### src/rtl/sle_pkg.sv
package sle_pkg;

  localparam int CAPACITY   = 128;
  localparam int DATA_WIDTH = 32;

  // fixed widths of the item fields
  localparam int OP_W    = 2;
  localparam int POS_W   = 8;
  localparam int VALUE_W = 32;

  localparam int ADDR_W = (CAPACITY > 1) ? $clog2(CAPACITY) : 1;
  localparam int CNT_W  = $clog2(CAPACITY + 1);
  // wide enough to compare a position against count + 1 without wrap
  localparam int CMP_W  = ((CNT_W > POS_W) ? CNT_W : POS_W) + 1;

  typedef enum logic [OP_W-1:0] {
    OP_INSERT = 2'd0,
    OP_DELETE = 2'd1,
    OP_LOCATE = 2'd2,
    OP_GET    = 2'd3
  } op_t;

  typedef struct packed {
    logic load;
    logic idx_init;
    logic idx_step;
    logic wr_move;
    logic wr_place;
    logic cnt_inc;
    logic cnt_dec;
    logic set_ok;
    logic set_found;
    logic set_read;
    logic out_load;
  } sle_cmd_t;

  typedef struct packed {
    op_t  op;
    logic pos_ok;
    logic move_done;
    logic scan_end;
    logic match;
    logic out_free;
  } sle_stat_t;

endpackage

### src/rtl/sle_ctrl.sv
module sle_ctrl (
  input  logic               clk,
  input  logic               rst,
  input  logic               in_valid,
  output logic               in_ready,
  input  sle_pkg::sle_stat_t stat,
  output sle_pkg::sle_cmd_t  cmd
);

  import sle_pkg::*;

  typedef enum logic [3:0] {
    S_IDLE,
    S_CHECK,
    S_MOVE_RD,
    S_MOVE_WR,
    S_SCAN_RD,
    S_SCAN_CMP,
    S_GET_CAP,
    S_FINISH
  } state_t;

  state_t state, state_next;

  always_ff @(posedge clk) begin
    if (rst) begin
      state <= S_IDLE;
    end else begin
      state <= state_next;
    end
  end

  assign in_ready = (state == S_IDLE);

  always_comb begin
    cmd        = '0;
    state_next = state;
    case (state)
      S_IDLE: begin
        if (in_valid) begin
          cmd.load   = 1'b1;
          state_next = S_CHECK;
        end
      end
      S_CHECK: begin
        case (stat.op)
          OP_LOCATE: begin
            cmd.idx_init = 1'b1;
            state_next   = S_SCAN_RD;
          end
          OP_GET: begin
            // read of entry pos-1 issued this cycle
            state_next = stat.pos_ok ? S_GET_CAP : S_FINISH;
          end
          default: begin
            if (stat.pos_ok) begin
              cmd.idx_init = 1'b1;
              state_next   = S_MOVE_RD;
            end else begin
              state_next = S_FINISH;
            end
          end
        endcase
      end
      S_MOVE_RD: begin
        if (stat.move_done) begin
          if (stat.op == OP_INSERT) begin
            cmd.wr_place = 1'b1;
            cmd.cnt_inc  = 1'b1;
          end else begin
            cmd.cnt_dec = 1'b1;
          end
          cmd.set_ok = 1'b1;
          state_next = S_FINISH;
        end else begin
          state_next = S_MOVE_WR;
        end
      end
      S_MOVE_WR: begin
        cmd.wr_move  = 1'b1;
        cmd.idx_step = 1'b1;
        state_next   = S_MOVE_RD;
      end
      S_SCAN_RD: begin
        state_next = stat.scan_end ? S_FINISH : S_SCAN_CMP;
      end
      S_SCAN_CMP: begin
        if (stat.match) begin
          cmd.set_found = 1'b1;
          state_next    = S_FINISH;
        end else begin
          cmd.idx_step = 1'b1;
          state_next   = S_SCAN_RD;
        end
      end
      S_GET_CAP: begin
        cmd.set_read = 1'b1;
        state_next   = S_FINISH;
      end
      S_FINISH: begin
        if (stat.out_free) begin
          cmd.out_load = 1'b1;
          state_next   = S_IDLE;
        end
      end
      default: begin
        state_next = S_IDLE;
      end
    endcase
  end

endmodule

### config.mk
export PLATFORM = sky130hd
export DESIGN_NAME = sle_ctrl
export DESIGN_NICKNAME = d
export VERILOG_FILES = /design/src/rtl/sle_pkg.sv /design/src/rtl/sle_ctrl.sv
export SDC_FILE = /design/constraint.sdc
export NUM_CORES = 1
export LEC_CHECK = 0
export BUFFER_PORTS_ARGS = -buffer_cell sky130_fd_sc_hd__buf_2
export CORE_AREA = 2 2 39 41
export DETAILED_ROUTE_END_ITERATION = 8
export DIE_AREA = 0 0 41 43
export SYNTH_ARGS = -nofsm -noshare
export SYNTH_HDL_FRONTEND = slang
export SYNTH_SLANG_ARGS = --single-unit
### constraint.sdc
create_clock -name clk -period 1.78 [get_ports clk]
set_input_delay 0.178 -clock clk [delete_from_list [all_inputs] [get_ports clk]]
set_output_delay 0.178 -clock clk [all_outputs]
set_load 0.03 [all_outputs]
-- Word-level counts from Yosys, hierarchy flattened
Cells that the tools add are included.
- reduce and logical (&&, ||, !) cells: 3
- eq/ne operators: 11
- multiplexer cells: 26
- operators by type and width (operator ; count):
    4-bit case mux with 8 select lines ; 1
    4-bit by 3-bit == test with 1-bit output (second input constant) ; 4
    4-bit two-way mux ; 4
    1-bit two-way mux ; 13
    4-bit by 2-bit == test with 1-bit output (second input constant) ; 2
    4-bit case mux with 2 select lines ; 1
    2-bit two-way mux ; 3
    3-bit two-way mux ; 2
    2-bit == test (second input constant) ; 2
    4-bit by 1-bit == test with 1-bit output (second input constant) ; 1
    4-bit logical NOT ; 1
    2-bit != test (second input constant) ; 2
    1-bit case mux with 2 select lines ; 2
    2-bit logical NOT ; 1
    2-bit AND reduction ; 1
- flip-flop bits (word level): 4
- output and inout port bits: 12

-- Longest topological paths before layout
- word-level depth: 4
- depth in mapped cells: 6

-- Worst setup path before layout
OpenSTA, ideal clock, no wires.
- kind: register to output
- from: register state[2]
- to: output cmd[6] (netlist name)
- slack: -82 ps
- cell stages (with the launch flop): 6
- arrival: 1684 ps
- path through: dfxtp_1 > buf_6 > nor2_1 > nand3_1 > nor3_1 > buf_4
- RTL lines (element ; line ; source):
    start, declared ; sle_ctrl.sv:23 ; state_t state, state_next;
    start signal, assigned ; sle_ctrl.sv:29 ; state <= state_next;
    end, declared ; sle_ctrl.sv:7 ; output sle_pkg::sle_cmd_t cmd

==> flow_results.xml <==
<?xml version="1.0" encoding="UTF-8"?>
<metrics>
  <group name="yosys">
    <metric name="async_reset_ff_share" unit="%">0</metric>
    <metric name="syn_area" unit="µm²">355</metric>
    <metric name="postSynthNetCount" unit="">56</metric>
    <metric name="ys_dominant_reg_cell" unit="">sky130_fd_sc_hd__dfxtp_1</metric>
    <metric name="yosysWarningCount" unit="">0</metric>
    <metric name="yosys.cell_types.count" unit="">27</metric>
    <metric name="synth_instances" unit="">46</metric>
    <metric name="number_of_synthesized_register_bits" unit="">3</metric>
    <metric name="syn_avg_cell_area" unit="µm²">7.72</metric>
    <metric name="synth-edff-count" unit="">0</metric>
    <metric name="register_area_share_after_synthesis" unit="%">16.9</metric>
  </group>
  <group name="worst_hold_path">
    <metric name="worst_hold_path_stage_count" unit="">2</metric>
    <metric name="hp-start" unit="">rst</metric>
    <metric name="holdCritPathClass" unit="">input pin to flip-flop</metric>
    <metric name="holdPathEnd" unit="">state[1]$_SDFFE_PP0P_</metric>
  </group>
  <group name="critical_path">
    <metric name="timing.critical_path.from_type" unit="">flip-flop</metric>
    <metric name="regToRegEndpoint" unit="">state[0]$_SDFFE_PP0P_</metric>
    <metric name="critical_path_arrival" unit="ps">1450</metric>
    <metric name="timing.reg2reg.worst_path_depth" unit="">4</metric>
    <metric name="crit_fanout" unit="">15</metric>
    <metric name="critPathKind" unit="">flip-flop to primary output</metric>
    <metric name="crit_required" unit="ps">1600</metric>
    <metric name="worst_setup_path_end_kind" unit="">primary output</metric>
    <metric name="timing.rr.start" unit="">state[2]$_SDFFE_PP0P_</metric>
    <metric name="reg2reg_slack" unit="ps">290</metric>
    <metric name="cp-startpoint" unit="">state[2]$_SDFFE_PP0P_</metric>
  </group>
  <group name="place">
    <metric name="port-buffer-count" unit="">21</metric>
    <metric name="detailed_place.area" unit="µm²">445</metric>
    <metric name="routabilityCongestion" unit="">0.711</metric>
    <metric name="post-dp-hpwl" unit="µm">681</metric>
  </group>
  <group name="final_layout">
    <metric name="design.final.nets" unit="">79</metric>
    <metric name="antenna_cells_inserted" unit="">0</metric>
    <metric name="max_flop_register" unit="">state</metric>
    <metric name="post_route_cells_drive_above_1_share" unit="%">45.6</metric>
    <metric name="fill_cells" unit="">153</metric>
    <metric name="finish.instance_area" unit="µm²">472</metric>
    <metric name="areaGrowthSynthToFinish" unit="%">32.7</metric>
    <metric name="largest_register_ffs" unit="">3</metric>
    <metric name="fin_util" unit="%">34.1</metric>
    <metric name="reg.largest.list" unit="">state: 3 flops</metric>
  </group>
  <group name="drt">
    <metric name="ant_nets" unit="">0</metric>
    <metric name="dr_total_vias" unit="">398</metric>
    <metric name="detailed_router_s_first_iteration_violation_count" unit="">12</metric>
    <metric name="drt-total-wl" unit="µm">894</metric>
    <metric name="avgViaCountPerCell" unit="">4.74</metric>
    <metric name="drt_first_pass_iters" unit="">4</metric>
    <metric name="drc_errors" unit="">0</metric>
    <metric name="drt-wirelength-per-cell" unit="µm">10.6</metric>
  </group>
  <group name="global_routing">
    <metric name="grt_max_degree" unit="">16</metric>
    <metric name="grt_antenna_before_repair" unit="">0</metric>
    <metric name="number_of_global_route_vias_before_repair" unit="">323</metric>
    <metric name="wire_length_of_the_first_global_routing_pass" unit="µm">1380</metric>
    <metric name="grt.overflow.total" unit="">0</metric>
    <metric name="groute.usage.overall" unit="%">11.0</metric>
  </group>
  <group name="sta">
    <metric name="setup_repair_after_global_routing_missed_its_margin" unit="">no</metric>
    <metric name="tightestPinTransition" unit="ps">456</metric>
    <metric name="post-route-min-period" unit="ps">1620</metric>
    <metric name="final_hold_vios" unit="">0</metric>
    <metric name="whs" unit="ps">135</metric>
    <metric name="worst_clock_skew" unit="ps">1.99</metric>
    <metric name="slew_headroom" unit="%">69.6</metric>
    <metric name="setup_violations" unit="">0</metric>
    <metric name="slew_viol_final" unit="">0</metric>
    <metric name="fin_setup_tns" unit="ps">0</metric>
    <metric name="fmaxAchievable" unit="GHz">0.616</metric>
    <metric name="fraction_of_the_cycle_the_final_worst_path_needs" unit="%">91.2</metric>
  </group>
  <group name="clocking">
    <metric name="insertion_delay" unit="ps">230</metric>
    <metric name="clkTransAtPathRegs" unit="ps">40</metric>
    <metric name="holdBufCountCts" unit="">0</metric>
    <metric name="clock_tree.root_cell" unit="">sky130_fd_sc_hd__clkbuf_4</metric>
    <metric name="cts_tree" unit="">built</metric>
    <metric name="cts_buffers" unit="">3</metric>
    <metric name="cts_htree_levels" unit="">1</metric>
    <metric name="clockBufferDepth" unit="">2</metric>
    <metric name="post_cts_buffers" unit="">0</metric>
    <metric name="cts_sinks" unit="">3</metric>
    <metric name="ctsResizeCount" unit="">0</metric>
  </group>
  <group name="floorplan">
    <metric name="floorplan.die.width" unit="µm">41</metric>
    <metric name="num_rows" unit="">14</metric>
    <metric name="starting_density" unit="%">25.7</metric>
    <metric name="die_y" unit="µm">43</metric>
    <metric name="fp.coreArea" unit="mm²">0.00138</metric>
    <metric name="io_pins" unit="">22</metric>
    <metric name="die-area" unit="mm²">0.00176</metric>
  </group>
  <group name="status">
    <metric name="outcome" unit="">completed</metric>
  </group>
  <group name="power">
    <metric name="worst_ir_drop_vdd" unit="mV">0.306</metric>
    <metric name="power_density" unit="mW/mm²">1070</metric>
    <metric name="p_leak" unit="nW">0.237</metric>
  </group>
  <group name="flow_run">
    <metric name="max_cap_violations" unit="">0</metric>
  </group>
</metrics>
area by class of cell:
| class | count | area (µm²) | area share, % |
|---|---|---|---|
| Clock buffer | 4 | 26.3 | 5.57 |
| Inverter | 2 | 7.51 | 1.59 |
| Multi-Input combinational cell | 36 | 238 | 50.4 |
| Sequential cell | 3 | 60.1 | 12.7 |
| Tap cell | 16 | 20.0 | 4.24 |
| Timing Repair Buffer | 23 | 120 | 25.5 |
logic make-up after synthesis:
| logic type | count (synthesis) | synth area share, % |
|---|---|---|
| AND/OR/NAND/NOR | 25 | 42.6 |
| AO/OA/AOI/OAI | 10 | 20.1 |
| buffers and inverters | 7 | 17.6 |
| flip-flops | 3 | 16.9 |
| multiplexers | 1 | 2.82 |
cell usage after synthesis (all sizes together) (2+ instances only):
cell type	n	area (µm²)
dfxtp	3	60.1
nand2b	3	18.8
a21oi	4	20.0
nor2	8	30.0
nor3	2	10.0
nand3b	2	15.0
inv	2	7.51
buf	4	41.3
metal layers:
metal | up-vias | wire length [µm] | global-route usage (%)
met5 | - | 0 | 0
met4 | 0 | 0 | 4.00
li1 | 208 | - | -
met1 | 164 | 385 | 15.7
met2 | 26 | 418 | 15.3
met3 | 0 | 90 | 3.14
stage by stage:
stage / std cells / setup slack [ps] / power, mW
2_1_floorplan: 46 / 15.8 / 0.345
3_3_place_gp: 80 / 364 / 0.378
3_5_place_dp: 80 / 289 / 0.382
4_1_cts: 84 / 159 / 0.504
5_1_grt: 84 / 73.6 / 0.538
6_report: 84 / 156 / 0.503
how the worst max path moves through the flow:
stage	slack [ps]	cells after the start	end
after global routing	70	3	cmd[9]
after CTS	160	3	cmd[9]
after detailed placement	290	4	state[0]$_SDFFE_PP0P_
final	160	3	cmd[9]
after global placement	360	4	state[0]$_SDFFE_PP0P_
after floorplan	20	3	cmd[10]
worst max-delay path, stage by stage (launching register included):
cell	delay (ps)
sky130_fd_sc_hd__dfxtp_1	440
sky130_fd_sc_hd__or3b_4	460
sky130_fd_sc_hd__a21oi_1	110
sky130_fd_sc_hd__buf_2	200
report_power, final:
group	total, mW	internal (mW)	switching, mW
registers	0.114	0.0834	0.0304
logic	0.267	0.105	0.162
clock network	0.122	0.0842	0.0376
total	0.503	0.273	0.230
placed cells by master, fill, tap and decap left out, types with 2 or more instances in the layout:
master	count
sky130_fd_sc_hd__nor2_1	8
sky130_fd_sc_hd__buf_4	2
sky130_fd_sc_hd__dfxtp_1	3
sky130_fd_sc_hd__a21oi_1	4
sky130_fd_sc_hd__nand3b_1	2
sky130_fd_sc_hd__nand2b_1	3
sky130_fd_sc_hd__clkbuf_4	3
sky130_fd_sc_hd__inv_1	2
sky130_fd_sc_hd__buf_2	21
Power figures use the tool's default switching activity.
